--- config.mk ---
export PLATFORM = sky130hd
export DESIGN_NAME = orb_front
export DESIGN_NICKNAME = d
export VERILOG_FILES = /design/src/hw/rtl/orbit_eccentricity_from_state_macros.svh /design/src/hw/rtl/orb_pkg.sv /design/src/hw/rtl/orb_front.sv
export SDC_FILE = /design/constraint.sdc
export NUM_CORES = 1
export LEC_CHECK = 0
export BUFFER_PORTS_ARGS = -buffer_cell sky130_fd_sc_hd__buf_2
export CAP_MARGIN = 10
export CORE_AREA = 2 2 188 190
export CTS_CLUSTER_SIZE = 14
export DETAILED_ROUTE_END_ITERATION = 8
export DIE_AREA = 0 0 190 192
export PLACE_DENSITY_LB_ADDON = 0.05
export SYNTH_ARGS = -nofsm -noshare
export SYNTH_HDL_FRONTEND = slang
export SYNTH_SLANG_ARGS = --single-unit
--- constraint.sdc ---
create_clock -name clk -period 6.35 [get_ports clk]
set_input_delay 0.635 -clock clk [delete_from_list [all_inputs] [get_ports clk]]
set_output_delay 0.635 -clock clk [all_outputs]
set_load 0.05 [all_outputs]
--- src/hw/rtl/orbit_eccentricity_from_state_macros.svh ---
// Assertion macros shared by the orbit eccentricity RTL.
`ifndef ORBIT_ECCENTRICITY_FROM_STATE_MACROS_SVH
`define ORBIT_ECCENTRICITY_FROM_STATE_MACROS_SVH
`ifndef ASSERT_OFF
// Same-cycle implication, checked outside reset.
`define ORB_ASSERT_IMP(lbl, clk, rst_n, ante, cons, msg) \
    lbl: assert property (@(posedge clk) disable iff (!rst_n) (ante) |-> (cons)) \
        else $error(msg);
// Next-cycle implication, checked outside reset.
`define ORB_ASSERT_NXT(lbl, clk, rst_n, ante, cons, msg) \
    lbl: assert property (@(posedge clk) disable iff (!rst_n) (ante) |=> (cons)) \
        else $error(msg);
`else
`define ORB_ASSERT_IMP(lbl, clk, rst_n, ante, cons, msg)
`define ORB_ASSERT_NXT(lbl, clk, rst_n, ante, cons, msg)
`endif
`endif

--- src/hw/rtl/orb_pkg.sv ---
// Types, constants and datapath step functions for the orbit eccentricity block.
package orb_pkg;

    localparam int CFG_INDEX_W = 8;
    localparam logic [CFG_INDEX_W-1:0] REG_GRAV_PARAM = CFG_INDEX_W'(0);
    localparam logic [CFG_INDEX_W-1:0] REG_CENTER_X   = CFG_INDEX_W'(1);
    localparam logic [CFG_INDEX_W-1:0] REG_CENTER_Y   = CFG_INDEX_W'(2);
    localparam logic [CFG_INDEX_W-1:0] REG_CENTER_Z   = CFG_INDEX_W'(3);
    localparam logic [47:0] GRAV_PARAM_RESET = 48'd26122678534;

    localparam int QUEUE_DEPTH_DEF = 4;

    // Back pipeline stage map.
    localparam int ST_SQ       = 0;
    localparam int ST_DSQ      = 1;
    localparam int ST_PP       = 2;
    localparam int ST_TERM     = 3;
    localparam int ST_W        = 4;
    localparam int ST_PREP     = 5;
    localparam int ST_DIV0     = 6;
    localparam int DIV_STEPS   = 49;
    localparam int Q_STEPS     = 33;
    localparam int ST_USQ0     = ST_DIV0 + DIV_STEPS;
    localparam int USQ_STEPS   = 25;
    localparam int ST_E        = ST_USQ0 + USQ_STEPS;
    localparam int ST_ESQ      = ST_E + 1;
    localparam int ST_SUM      = ST_ESQ + 1;
    localparam int ST_FSQ0     = ST_SUM + 1;
    localparam int FSQ_STEPS   = 32;
    localparam int BK_STAGES   = ST_FSQ0 + FSQ_STEPS;

    // One entry of the front-to-back queue.
    typedef struct {
        logic               zero;
        logic signed [32:0] d [3];
        logic signed [31:0] v [3];
    } q_entry_t;

    // Everything one item carries through the back pipeline.
    typedef struct {
        logic               zero;
        logic               sat;
        logic signed [32:0] d [3];
        logic signed [31:0] v [3];
        logic [63:0]        sq [3];
        logic [65:0]        dsq;
        logic signed [64:0] p [6];
        logic signed [65:0] h [3];
        logic signed [65:0] pl [6];
        logic signed [64:0] ph [6];
        logic signed [99:0] t [6];
        logic signed [99:0] w [3];
        logic               wneg [3];
        logic [55:0]        qr [3];
        logic [32:0]        wlo [3];
        logic [32:0]        q [3];
        logic [65:0]        ur [3];
        logic               ubit [3];
        logic [48:0]        uq [3];
        logic               dneg [3];
        logic [64:0]        ux [3];
        logic [64:0]        ures [3];
        logic [31:0]        ea [3];
        logic [63:0]        es [3];
        logic [64:0]        fx;
        logic [64:0]        fres;
    } bk_t;

    typedef struct packed {
        logic [64:0] x;
        logic [64:0] res;
    } sq_t;

    // One digit of the bitwise integer square root.
    function automatic sq_t isqrt_step(input logic [64:0] x, input logic [64:0] res,
                                       input logic [64:0] bv);
        sq_t         o;
        logic [64:0] tr;
        tr = res + bv;
        if (x >= tr)
        begin
            o.x   = x - tr;
            o.res = (res >> 1) + bv;
        end
        else
        begin
            o.x   = x;
            o.res = res >> 1;
        end
        return o;
    endfunction

    // Low partial product: v times the low 33 bits of h taken as unsigned.
    function automatic logic signed [65:0] mul_lo(input logic signed [31:0] v,
                                                  input logic signed [65:0] h);
        return 66'(v) * 66'($signed({1'b0, h[32:0]}));
    endfunction

    // High partial product: v times the upper 33 bits of h.
    function automatic logic signed [64:0] mul_hi(input logic signed [31:0] v,
                                                  input logic signed [65:0] h);
        return 65'(v) * 65'($signed(h[65:33]));
    endfunction

    function automatic bk_t bk_init(input q_entry_t e);
        bk_t n;
        n = '{default: '0};
        n.zero = e.zero;
        for (int i = 0; i < 3; i++)
        begin
            n.d[i] = e.d[i];
            n.v[i] = e.v[i];
        end
        return n;
    endfunction

    // Work done by back stage j on the item it holds.
    function automatic bk_t bk_step(input int j, input bk_t s, input logic [55:0] den);
        bk_t                n;
        int                 k;
        logic signed [65:0] sp;
        logic signed [99:0] wa;
        logic [66:0]        ut;
        logic [56:0]        qt;
        logic signed [34:0] qs;
        logic signed [34:0] us;
        logic signed [34:0] ev;
        logic [34:0]        eab;
        logic [65:0]        sum;
        logic [64:0]        bv;
        sq_t                r;
        n = s;
        if (j == ST_SQ)
        begin
            for (int i = 0; i < 3; i++)
            begin
                sp = 66'(s.d[i]) * 66'(s.d[i]);
                n.sq[i] = sp[63:0];
            end
            n.p[0] = 65'(s.d[1]) * 65'(s.v[2]);
            n.p[1] = 65'(s.d[2]) * 65'(s.v[1]);
            n.p[2] = 65'(s.d[2]) * 65'(s.v[0]);
            n.p[3] = 65'(s.d[0]) * 65'(s.v[2]);
            n.p[4] = 65'(s.d[0]) * 65'(s.v[1]);
            n.p[5] = 65'(s.d[1]) * 65'(s.v[0]);
        end
        else if (j == ST_DSQ)
        begin
            n.dsq  = 66'(s.sq[0]) + 66'(s.sq[1]) + 66'(s.sq[2]);
            n.h[0] = 66'(s.p[0]) - 66'(s.p[1]);
            n.h[1] = 66'(s.p[2]) - 66'(s.p[3]);
            n.h[2] = 66'(s.p[4]) - 66'(s.p[5]);
        end
        else if (j == ST_PP)
        begin
            // w0 = v1*h2 - v2*h1, w1 = v2*h0 - v0*h2, w2 = v0*h1 - v1*h0
            n.pl[0] = mul_lo(s.v[1], s.h[2]);
            n.ph[0] = mul_hi(s.v[1], s.h[2]);
            n.pl[1] = mul_lo(s.v[2], s.h[1]);
            n.ph[1] = mul_hi(s.v[2], s.h[1]);
            n.pl[2] = mul_lo(s.v[2], s.h[0]);
            n.ph[2] = mul_hi(s.v[2], s.h[0]);
            n.pl[3] = mul_lo(s.v[0], s.h[2]);
            n.ph[3] = mul_hi(s.v[0], s.h[2]);
            n.pl[4] = mul_lo(s.v[0], s.h[1]);
            n.ph[4] = mul_hi(s.v[0], s.h[1]);
            n.pl[5] = mul_lo(s.v[1], s.h[0]);
            n.ph[5] = mul_hi(s.v[1], s.h[0]);
        end
        else if (j == ST_TERM)
        begin
            for (int i = 0; i < 6; i++)
            begin
                n.t[i] = (100'(s.ph[i]) <<< 33) + 100'(s.pl[i]);
            end
        end
        else if (j == ST_W)
        begin
            for (int i = 0; i < 3; i++)
            begin
                n.w[i] = s.t[2*i] - s.t[2*i+1];
            end
        end
        else if (j == ST_PREP)
        begin
            for (int i = 0; i < 3; i++)
            begin
                wa = s.w[i][99] ? -s.w[i] : s.w[i];
                n.wneg[i] = s.w[i][99];
                if ($unsigned(wa) >= {11'b0, den, 33'b0})
                begin
                    n.sat = 1'b1;
                end
                n.qr[i]   = wa[88:33];
                n.wlo[i]  = wa[32:0];
                n.q[i]    = '0;
                n.ur[i]   = {3'b0, s.sq[i][63:1]};
                n.ubit[i] = s.sq[i][0];
                n.uq[i]   = '0;
                n.dneg[i] = s.d[i][32];
            end
        end
        else if (j >= ST_DIV0 && j < ST_USQ0)
        begin
            k = j - ST_DIV0;
            for (int i = 0; i < 3; i++)
            begin
                // Unit vector component: d_i^2 * 2^48 / |d|^2, one quotient bit.
                ut = {s.ur[i], (k == 0) ? s.ubit[i] : 1'b0};
                if (ut >= {1'b0, s.dsq})
                begin
                    n.ur[i] = 66'(ut - {1'b0, s.dsq});
                    n.uq[i] = {s.uq[i][47:0], 1'b1};
                end
                else
                begin
                    n.ur[i] = ut[65:0];
                    n.uq[i] = {s.uq[i][47:0], 1'b0};
                end
                // w_i / (mu * 2^8), one quotient bit.
                if (k < Q_STEPS)
                begin
                    qt = {s.qr[i], s.wlo[i][32]};
                    n.wlo[i] = {s.wlo[i][31:0], 1'b0};
                    if (qt >= {1'b0, den})
                    begin
                        n.qr[i] = 56'(qt - {1'b0, den});
                        n.q[i]  = {s.q[i][31:0], 1'b1};
                    end
                    else
                    begin
                        n.qr[i] = qt[55:0];
                        n.q[i]  = {s.q[i][31:0], 1'b0};
                    end
                end
            end
        end
        else if (j >= ST_USQ0 && j < ST_E)
        begin
            k = j - ST_USQ0;
            bv = 65'(1) << (2 * (USQ_STEPS - 1 - k));
            for (int i = 0; i < 3; i++)
            begin
                if (k == 0)
                begin
                    r = isqrt_step({16'b0, s.uq[i]}, 65'd0, bv);
                end
                else
                begin
                    r = isqrt_step(s.ux[i], s.ures[i], bv);
                end
                n.ux[i]   = r.x;
                n.ures[i] = r.res;
            end
        end
        else if (j == ST_E)
        begin
            for (int i = 0; i < 3; i++)
            begin
                qs = $signed({2'b0, s.q[i]});
                if (s.wneg[i])
                begin
                    qs = -qs;
                end
                us = $signed({10'b0, s.ures[i][24:0]});
                if (s.dneg[i])
                begin
                    us = -us;
                end
                ev  = qs - us;
                eab = ev[34] ? $unsigned(-ev) : $unsigned(ev);
                if (eab[34:32] != 3'b0)
                begin
                    n.sat = 1'b1;
                end
                n.ea[i] = eab[31:0];
            end
        end
        else if (j == ST_ESQ)
        begin
            for (int i = 0; i < 3; i++)
            begin
                n.es[i] = {32'b0, s.ea[i]} * {32'b0, s.ea[i]};
            end
        end
        else if (j == ST_SUM)
        begin
            sum = {2'b0, s.es[0]} + {2'b0, s.es[1]} + {2'b0, s.es[2]};
            if (sum[65:64] != 2'b0)
            begin
                n.sat = 1'b1;
            end
            n.fx   = {1'b0, sum[63:0]};
            n.fres = '0;
        end
        else if (j >= ST_FSQ0 && j < BK_STAGES)
        begin
            k  = j - ST_FSQ0;
            bv = 65'(1) << (2 * (FSQ_STEPS - 1 - k));
            r  = isqrt_step(s.fx, s.fres, bv);
            n.fx   = r.x;
            n.fres = r.res;
        end
        return n;
    endfunction

endpackage

--- src/hw/rtl/orb_front.sv ---
// Front stage: takes input beats, forms the relative position and flags a zero radius.
module orb_front
    import orb_pkg::*;
(
    input  logic               clk,
    input  logic               rst_n,
    input  logic signed [31:0] center_x,
    input  logic signed [31:0] center_y,
    input  logic signed [31:0] center_z,
    input  logic               in_valid,
    output logic               in_ready,
    input  logic signed [31:0] pos_x,
    input  logic signed [31:0] pos_y,
    input  logic signed [31:0] pos_z,
    input  logic signed [31:0] vel_x,
    input  logic signed [31:0] vel_y,
    input  logic signed [31:0] vel_z,
    input  logic               q_full,
    output logic               push,
    output q_entry_t           ent
);

    q_entry_t ent_reg;
    q_entry_t ent_next;
    logic     fvld_reg;
    logic     fvld_next;
    logic     take;

    assign push     = fvld_reg && !q_full;
    assign in_ready = !fvld_reg || !q_full;
    assign take     = in_valid && in_ready;
    assign ent      = ent_reg;

    always_comb
    begin
        ent_next.d[0] = 33'(pos_x) - 33'(center_x);
        ent_next.d[1] = 33'(pos_y) - 33'(center_y);
        ent_next.d[2] = 33'(pos_z) - 33'(center_z);
        ent_next.v[0] = vel_x;
        ent_next.v[1] = vel_y;
        ent_next.v[2] = vel_z;
        ent_next.zero = (ent_next.d[0] == '0) && (ent_next.d[1] == '0)
                        && (ent_next.d[2] == '0);
        fvld_next     = take || (fvld_reg && !push);
    end

    always_ff @(posedge clk or negedge rst_n)
    begin
        if (!rst_n)
        begin
            fvld_reg <= 1'b0;
        end
        else
        begin
            fvld_reg <= fvld_next;
        end
    end

    always_ff @(posedge clk)
    begin
        if (take)
        begin
            ent_reg <= ent_next;
        end
    end

endmodule

Yosys cells after proc, flatten, opt, wreduce, memory -nomap -nowiden:

Cells that the tools add are included.

* flip-flop bits (word level): 197
* bits of input ports: 292
* output and inout port bits: 198
* logic and storage cells: 24

* add/sub/neg operators: 3
* reduce and logical (&&, ||, !) cells: 13

Operators by type and width (number)
* $logic_not A33 Y1: 3
* $sub A32 B32 Y33: 3
* $logic_and A1 B1 Y1: 5
* $logic_not A1 Y1: 3
* $logic_or A1 B1 Y1: 2

Depth between registers and ports, before layout:

Gate-level depths: netlist of run 1.

* depth in word-level cells: 5
* depth in mapped cells: 14
* depth with buffers taken out: 14

Worst setup path after synthesis of run 1:

OpenSTA, ideal clock, no wires.

* path type: input to register
* start: input port q_full
* end: register ent_reg, in the netlist ent[0] (enable)
* library setup time: 0.579 ns
* arrival time: 5.553 ns
* data required time: 5.771 ns
* path slack: 0.217 ns
* stages: 2
* path buffers: 0
* cells stage by stage: nand2_1 -> and2_1

* cells in the longest elaborated chain, start to end: 3

Ends and longest elaborated chain
* from (decl): line orb_front.sv:18 `input logic q_full,`
* $logic_not A1 Y1: line orb_front.sv:30 `assign in_ready = !fvld_reg || !q_full;`
* $logic_or A1 B1 Y1: line orb_front.sv:30
* $logic_and A1 B1 Y1: line orb_front.sv:31 `assign take = in_valid && in_ready;`
* net take: line orb_front.sv:27 `logic take;`
* to (signal assigned): line orb_front.sv:63 `ent_reg <= ent_next;`
* to (decl): line orb_front.sv:23 `q_entry_t ent_reg;`

The timed path passes the listed nets, and every way through them passes these cells.
A chain may end at the register's enable or synchronous reset.

==> flow_metrics.tcl, run 1 <==
set metrics [dict create \
    antenna_left 0 \
    grt_pass1_wl_microns 59500 \
    synth_top_area_share_pct 50.4 \
    detail_route.wl_per_cell_microns 19.8 \
    antenna_found_initial 2 \
    core-area_sq_um 34300 \
    crit_path_max_fanout 3 \
    via_per_inst 4.90 \
    cp_data_required_time_ns 6.62 \
    cts-root-buf "clkbuf_16" \
    multi_input_area_sq_um 5250 \
    skew_ns 0.0115 \
    dieArea_sq_um 36500 \
    p_sw_share_pct 37.6 \
    start_kind "primary input" \
    overflow 0 \
    clk_latency_ns 0.44 \
    criticalPathCategory "in2reg" \
    clkTransAtPathRegs_ns 0.09 \
    synth-seq-area-share_pct 50.6 \
    cp.arrival_ns 4.31 \
    synth_ff_type "edfxtp_1" \
    synth_top_cell_by_area "edfxtp_1" \
    drcViolationCount 0 \
    grt_max_degree 135 \
    finalSetupViolations 0 \
    largest_reg_flops 196 \
    gp_congestion 0.887 \
    fin_area_sq_um 15300 \
    cts_tree "yes" \
    drt_iter0_drc 398 \
    yosysWarnings 0 \
    place_area_sq_um 14700 \
    fp.dieH_microns 192 \
    pwr-share-clk_pct 27.1 \
    clk_path_buf_depth 2 \
    drv_cap 0 \
    setup_tns_ns 0 \
    switchingPower_w 0.00150 \
    nets 1974 \
    seqPwrFrac_pct 40.4 \
    holdWs_ns 0.365 \
    area_growth_pct 30.7 \
    synthTopCellsByArea "edfxtp_1, ha_1, a21oi_1" \
    timing.final.hold_violations 0 \
    synth-async-reset-ratio_pct 0.508 \
    row_count 68 \
    synth_common_cells "edfxtp_1, inv_1, a21oi_1" \
    hold_path.class "in2reg" \
    end_kind "flop" \
    cts-htree-levels 4 \
    worstMarginPinSlew_ns 0.943 \
    dp_hpwl_microns 34300 \
    ys_types 75 \
    ir_worst_vdd_mv 0.152 \
    synth.most_common_cell "edfxtp_1" \
    syn_nets 1476 \
    intPower_w 0.00249 \
    fillers 3424 \
    synth-seq-cells 197 \
    fmax_mhz 247 \
    maxSlewHeadroom_pct 37.2 \
    io_buffers 489 \
    syn_inst 1085 \
    cts_made_buffers 17 \
    cts_resized 0 \
    grt_pass1_vias 10000 \
    first_pass_iters 6 \
    grt_use_total_pct 21.8 \
    syn_avg_cell_area_sq_um 10.8 \
    fp.dieW_microns 190 \
    netlist_area_sq_um 11700 \
    p_leak_nw 6.93 \
    vias 10100 \
    p_per_area_nw_per_um2 262 \
    fin_crit_ns 4.05 \
    wl_microns 40700 \
    fin_crit_sh_pct 63.7 \
    synth_edf_count 196 \
    finalMaxSlewViolations 0 \
    start_util_pct 34.0 \
    drive_gt1_share_pct 34.1 \
    clock_sinks 197 \
    power.share.combinational_pct 32.5 \
    status "completed" \
    ios 490 \
    regArea_sq_um 5910 \
    rsz0062_at_grt "no" \
]
[worst max-delay path: stages]
cell	delay, ns
buf_2	0.10
ha_1	0.21
fa_1	0.40
nand2b_1	0.18
a21oi_1	0.26
nor2_1	0.10
xnor2_1	0.15
or4_1	0.54
nor3_1	0.26
nor4bb_1	0.45
nand4b_1	0.23
nor4b_1	0.39
nand4b_1	0.18
nor4_2	0.23
[routing by layer]
layer,vias up,part of all wire [%],track usage (%)
met2,306,51,39.7
met1,4751,41,26.4
met5,-,0,0
met4,0,0.99,4.59
li1,4982,-,-
met3,19,6.3,4.60
[cell families (layout without fill, tap and decap cells)]
family	Yosys count	in the layout	synth area share, %
compound gates	274	274	15.0
xor+xnor	82	82	6.15
fa+ha+maj	99	99	10.8
buf+inv	134	645	4.40
flops	197	197	50.6
mux	2	2	0.182
other cells	0	2	0
simple gates	297	297	12.8
[path summary, 6_finish.rpt]
kind	from	end	slack (ns)	depth (start not counted)
setup / recovery	center_y[0]	ent[195]	2.30	14
hold / removal	vel_x[18]	ent[82]	0.36	1
setup reg to reg	fvld_reg	ent[119]	3.93	3
hold reg to reg	fvld_reg	fvld_reg	0.52	2
max in group asynchronous	rst_n	fvld_reg	5.76	2
min in group asynchronous	rst_n	fvld_reg	0.51	2
[through the flow]
stage          setup WS [ns]  power, W  util, %  cells
2_1_floorplan          0.217   0.00254        -   1085
3_3_place_gp            1.85   0.00295     42.7   2018
3_5_place_dp            1.74   0.00295     42.7   2018
4_1_cts                 2.21   0.00404     44.5   2051
5_1_grt                 1.91   0.00419     44.5   2052
6_report                2.30   0.00400     44.5   2053
[area by class of cell]
type	count	share of cell area (%)
flip-flops and latches	197	38.7
multi-input cells	754	34.4
repair buffers	491	16.2
well taps	455	3.73
inverters	122	3.00
clock buffers	17	2.79
clock inverters	15	1.06
diodes	2	0.0328
[power groups by stage]
stage / Clock [W] / Combinational (W) / Sequential [W]
floorplan: 0 / 0.000520 / 0.00202
global placement: 0 / 0.00130 / 0.00164
detailed placement: 0 / 0.00130 / 0.00164
CTS: 0.00112 / 0.00131 / 0.00162
global route: 0.00116 / 0.00141 / 0.00163
finish: 0.00108 / 0.00130 / 0.00161
[timing repair]
| action | in CTS | in global routing |
|---|---|---|
| buffers inserted | 0 | 0 |
| hold buffers | 1 | 0 |
| hold endpoints to repair | 1 | 0 |
[cell usage in the layout (no fill, tap or decap), types with 13 or more instances in the layout]
cell | netlist | routed
inv_1 | 122 | 122
nor3_1 | 21 | 21
clkbuf_16 | 0 | 17
ha_1 | 96 | 96
buf_2 | 3 | 489
xor2_1 | 35 | 35
o21a_1 | 13 | 13
edfxtp_1 | 196 | 196
o211ai_1 | 15 | 15
nand2b_1 | 18 | 18
o21ai_0 | 47 | 47
a21oi_1 | 97 | 97
xnor2_1 | 47 | 47
nand3_1 | 17 | 17
a21o_1 | 20 | 20
nand2_1 | 91 | 91
nor2_1 | 63 | 63
nand4_1 | 14 | 14
Note: power is estimated with default switching activity, not from simulation.
==> inputs of run 2 (changes only) <==
- CORE_AREA: 2 2 188 190 -> 2 2 192 194
- DIE_AREA: 0 0 190 192 -> 0 0 194 196
- clock period: 6.35 -> 3.7 ns (I/O delays scaled with it)
==> run 2 against run 1 <==
Effect of this change: global-route usage is 0.10 points lower; combinational power grew 92%; sequential share of layout area is 3.1 points lower; cell area rose by 8.6%; core utilization increased by 1.4 points; critical path depth increased by 2; first-iteration DRC count rose by 28%; clock skew fell by 0.0048 ns; wire length rose by 3.9%; worst hold slack got worse by 0.27 ns; register-to-register slack got worse by 2.0 ns; count of clock-buffer cells in the layout is 1 higher; largest power group unchanged.
==> flow_metrics.tcl, run 2 (synthesis gave the netlist of run 1 again) <==
set metrics [dict create \
    ir_worst_vdd_mv 0.250 \
    clk_path_buf_depth 2 \
    cp_cell_sequence "buf_2 -> ha_1 -> fa_1 -> nand2b_1 -> a21oi_2 -> buf_4 -> o31a_1 -> buf_4 -> a21oi_2 -> xnor2_1 -> or4_1 -> nor4_2 -> nand4b_1 -> nor4b_2 -> nand4b_1 -> nor4_2" \
    max_stage_delay_ns 0.58 \
    fin_crit_sh_pct 94.3 \
    layout_commonest_cell "buf_2" \
    drcViolationCount 0 \
    crit_buf_inv 3 \
    seqPwrFrac_pct 39.0 \
    gp_congestion 0.874 \
    grt_use_total_pct 21.7 \
    via_per_inst 4.76 \
    dr_wl_met2_microns 21400 \
    largest_reg_flops 196 \
    routed.top_layer "met5" \
    timing.final.hold_violations 0 \
    cp_data_required_time_ns 3.97 \
    overflow 0 \
    row_count 70 \
    vias 10600 \
    switchingPower_w 0.00263 \
    crit_slowest_cell "or4_1" \
    io_buffers 489 \
    met3WireLength_microns 2460 \
    antenna_left 0 \
    place_area_sq_um 15900 \
    rsz0062_at_grt "no" \
    cts_tree "yes" \
    wl_microns 42200 \
    placedCellCount 2198 \
    fp.dieW_microns 194 \
    power.share.combinational_pct 35.0 \
    finalSetupViolations 0 \
    maxSlewHeadroom_pct 39.4 \
    detail_route.wl_per_cell_microns 18.9 \
    critPathTopFamily "simple AND/OR/NAND/NOR gates" \
    cp.arrival_ns 3.76 \
    end_kind "flop" \
    p_per_area_nw_per_um2 430 \
    crit_path_max_fanout 3 \
    layout_setup_ws_ns 0.211 \
    fillers 3544 \
    place_ws_ns -0.501 \
    fin_area_sq_um 16600 \
    pwr-share-clk_pct 26.0 \
    cts-htree-levels 4 \
    drive_gt1_share_pct 40.9 \
    layoutNonFillerInstCount 2235 \
    ios 490 \
    criticalPathCategory "in2reg" \
    clock_sinks 197 \
    fin_crit_ns 3.49 \
    clk_latency_ns 0.44 \
    hold_path.class "in2reg" \
    intPower_w 0.00450 \
    grt_max_degree 131 \
    p_leak_nw 7.75 \
    worstMarginPinSlew_ns 0.909 \
    drv_cap 0 \
    fmax_mhz 287 \
    drt_iter0_drc 510 \
    status "completed" \
    cts-root-buf "clkbuf_16" \
    start_util_pct 32.4 \
    antenna_found_initial 8 \
    nets 2142 \
    dieArea_sq_um 38000 \
    skew_ns 0.00670 \
    layout_common_cells "buf_2, edfxtp_1, buf_4, inv_1" \
    clkTransAtPathRegs_ns 0.08 \
    area_growth_pct 42.0 \
    start_kind "primary input" \
    grt_pass1_wl_microns 62300 \
    fp.dieH_microns 196 \
    wl_met1_microns 17500 \
    p_sw_share_pct 36.9 \
    dp_hpwl_microns 36000 \
    grt_pass1_vias 10900 \
    cts_made_buffers 17 \
    finalMaxSlewViolations 0 \
    core-area_sq_um 36100 \
    first_pass_iters 5 \
]
[run 2: cell types whose count changed in the layout (fill, tap and decap cells not counted), sizes merged]
cell | previous run | this run
buf | 490 | 658
clkbuf | 17 | 18
clkinvlp | 0 | 1
clkinv | 8 | 6
diode | 2 | 3
[run 2: repair_timing]
item / CTS / global route
hold buffers: 1 / 0
setup buffers: 0 / 1
endpoints found under the setup margin: 1 / 1
endpoints found under the hold margin: 1 / 0
pin swaps: 0 / 4
resized for setup: 2 / 10
cloned: 0 / 0
[run 2: per-layer routing]
metal | track usage (%) | vias to the layer above
li1 | - | 5319
met1 | 25.9 | 4934
met2 | 39.4 | 343
met3 | 4.71 | 49
met4 | 5.72 | 4
met5 | 0 | -
[run 2: metrics by stage]
stage / hold slack, ns / TNS, ns / power [W] / utilization (%)
floorplan: 0.0744 / 0 / 0.00435 / -
global placement: 0.146 / -0.416 / 0.00532 / 44.1
detailed placement: 0.146 / -0.541 / 0.00532 / 44.1
CTS: 0.0765 / 0 / 0.00720 / 45.8
global route: 0.0713 / 0 / 0.00749 / 45.9
finish: 0.0978 / 0 / 0.00713 / 45.9
[run 2: final timing paths]
kind | from | end | slack (ns) | depth (start not counted)
max in group asynchronous | rst_n | fvld_reg | 3.39 | 2
hold reg to reg | fvld_reg | fvld_reg | 0.55 | 2
min in group asynchronous | rst_n | fvld_reg | 0.23 | 2
hold / removal | vel_z[18] | ent[18] | 0.1 | 1
setup / recovery | center_y[0] | ent[195] | 0.21 | 16
setup reg to reg | fvld_reg | ent[154] | 1.90 | 3
[run 2: cell type report]
type | instances | area [sq um] | share of cell area (%)
flip-flops and latches | 197 | 5910 | 35.7
diodes | 3 | 7.51 | 0.0453
multi-input cells | 754 | 5300 | 32.0
well taps | 468 | 586 | 3.53
repair buffers | 659 | 3740 | 22.6
clock inverters | 14 | 143 | 0.861
inverters | 122 | 458 | 2.76
clock buffers | 18 | 429 | 2.59
[run 2: power groups by stage]
stage	combinational [W]	sequential, W	clock [W]
finish	0.00250	0.00278	0.00185
global route	0.00270	0.00280	0.00199
CTS	0.00251	0.00278	0.00191
detailed placement	0.00249	0.00283	0
global placement	0.00249	0.00283	0
floorplan	0.000894	0.00346	0
==> inputs of run 3 (changes only) <==
- GPL_TIMING_DRIVEN: unset -> 1
- PLACE_DENSITY: unset -> 0.63
- PLACE_DENSITY_LB_ADDON: 0.05 -> unset
==> run 3 against run 2 <==
Effect of this change: sequential share of layout area increased by 0.36 points; count of clock-buffer cells in the layout decreased by 1; power rose by 0.76%; via count increased by 1.5%; wire length up 3.0%; first-iteration DRC count did not move; critical endpoint unchanged; largest cell class unchanged; largest power group unchanged.
==> flow_metrics.tcl, run 3 (synthesis gave the netlist of run 1 again) <==
set metrics [dict create \
    status "completed" \
    via_per_inst 4.89 \
    largest_reg_flops 196 \
    maxSlewHeadroom_pct 45.6 \
    p_leak_nw 7.63 \
    vias 10800 \
    fin_crit_ns 3.44 \
    grt_use_total_pct 22.4 \
    cp_common_cell "or4_1" \
    nets 2114 \
    crit_path_max_fanout 2 \
    drt_iter0_drc 510 \
    crit_buf_inv 2 \
    fillers 3489 \
    layout_common_cells "buf_2, edfxtp_1, buf_4, inv_1" \
    drv_cap 0 \
    ir_worst_vdd_mv 0.358 \
    critPathTopFamily "simple AND/OR/NAND/NOR gates" \
    drcViolationCount 0 \
    dp_hpwl_microns 37400 \
    grt_pass1_vias 10900 \
    drive_gt1_share_pct 39.9 \
    cp_cell_sequence "buf_2 -> ha_1 -> fa_1 -> nand2b_1 -> a21oi_2 -> buf_4 -> o21ai_0 -> nand2_1 -> xor2_1 -> or4_1 -> or4_1 -> nor4_1 -> and4bb_2 -> nand4b_1 -> nor4_2" \
    worstMarginPinSlew_ns 0.795 \
    cp_data_required_time_ns 3.99 \
    core-area_sq_um 36100 \
    clock_sinks 197 \
    max_stage_delay_ns 0.48 \
    cts-root-buf "clkbuf_16" \
    cts_made_buffers 17 \
    clk_path_buf_depth 2 \
    clk_latency_ns 0.46 \
    overflow 0 \
    row_count 70 \
    cts_setup_buffers 0 \
    fin_crit_sh_pct 93.0 \
    first_pass_iters 5 \
    area_growth_pct 40.5 \
    gp_congestion 0.905 \
    wl_microns 43500 \
    io_buffers 489 \
    antenna_left 0 \
    clkTransAtPathRegs_ns 0.08 \
    p_per_area_nw_per_um2 438 \
    fp.dieW_microns 194 \
    fin_util_pct 45.5 \
    start_kind "primary input" \
    fp.dieH_microns 196 \
    ios 490 \
    timing.final.hold_violations 0 \
    rsz0062_at_grt "no" \
    finalSetupViolations 0 \
    fmax_mhz 291 \
    grt_max_degree 59 \
    layout_commonest_cell "buf_2" \
    cts-htree-levels 4 \
    skew_ns 0.0123 \
    antenna_found_initial 10 \
    multi_input_area_sq_um 5300 \
    criticalPathCategory "in2reg" \
    regArea_sq_um 5910 \
    finalMaxSlewViolations 0 \
    hold_path.class "in2reg" \
    detail_route.wl_per_cell_microns 19.7 \
    end_kind "flop" \
    crit_slowest_cell "or4_1" \
    setup_tns_ns 0 \
    dieArea_sq_um 38000 \
    cts_tree "yes" \
    start_util_pct 32.4 \
    cp.arrival_ns 3.73 \
    grt_pass1_wl_microns 64000 \
]
## run 3: changes by cell type in the layout (fill, tap and decap cells not counted), sizes merged
cell | previous run | this run
buf | 658 | 630
bufinv | 0 | 1
clkbuf | 18 | 17
diode | 3 | 6
## run 3: layer usage
layer  track usage (%)  up-vias  routed length [microns]
li1                  -     5278                        -
met1              26.6     5114                    17500
met2              41.2      389                    23000
met3              4.59       30                     2510
met4              5.84        0                      473
met5                 0        -                        0
## run 3: layout make-up
type	count	area share, %
flip-flops and latches	197	36.0
multi-input cells	754	32.3
repair buffers	631	21.7
well taps	468	3.57
inverters	122	2.79
clock buffers	17	2.59
clock inverters	15	0.991
diodes	6	0.0915
## run 3: where the power goes
| group | switching (W) | internal, W | total [W] | leakage [nW] |
|---|---|---|---|---|
| clock network | 0.000944 | 0.000959 | 0.00190 | 0.290 |
| registers | 0.0000621 | 0.00272 | 0.00278 | 1.88 |
| logic | 0.00164 | 0.000855 | 0.00250 | 5.46 |
## run 3: path summary, 6_finish.rpt
| kind | startpoint | endpoint | slack, ns | depth (start not counted) |
|---|---|---|---|---|
| setup / recovery | center_y[0] | ent[195] | 0.26 | 15 |
| hold / removal | vel_y[15] | ent[47] | 0.08 | 1 |
| setup reg to reg | fvld_reg | ent[164] | 1.71 | 3 |
| hold reg to reg | fvld_reg | fvld_reg | 0.59 | 2 |
| max in group asynchronous | rst_n | fvld_reg | 3.41 | 2 |
| min in group asynchronous | rst_n | fvld_reg | 0.21 | 2 |
## run 3: repair_timing
| action | in CTS | in global routing |
|---|---|---|
| hold buffers | 1 | 0 |
| gates resized for setup | 0 | 9 |
| endpoints found under the hold margin | 1 | 0 |
| endpoints found under the setup margin | 0 | 1 |
## run 3: per-stage QoR
stage / setup WS [ns] / power [W] / hold WS, ns / area, sq um / cells
after floorplan: 0.247 / 0.00435 / 0.0744 / 11700 / 1085
after global placement: -0.391 / 0.00532 / 0.146 / 15800 / 2171
after detailed placement: -0.415 / 0.00532 / 0.145 / 15800 / 2171
after CTS: 0.0532 / 0.00723 / 0.0621 / 16300 / 2204
after global routing: 0.0278 / 0.00750 / 0.0597 / 16400 / 2209
final: 0.260 / 0.00719 / 0.0827 / 16400 / 2210
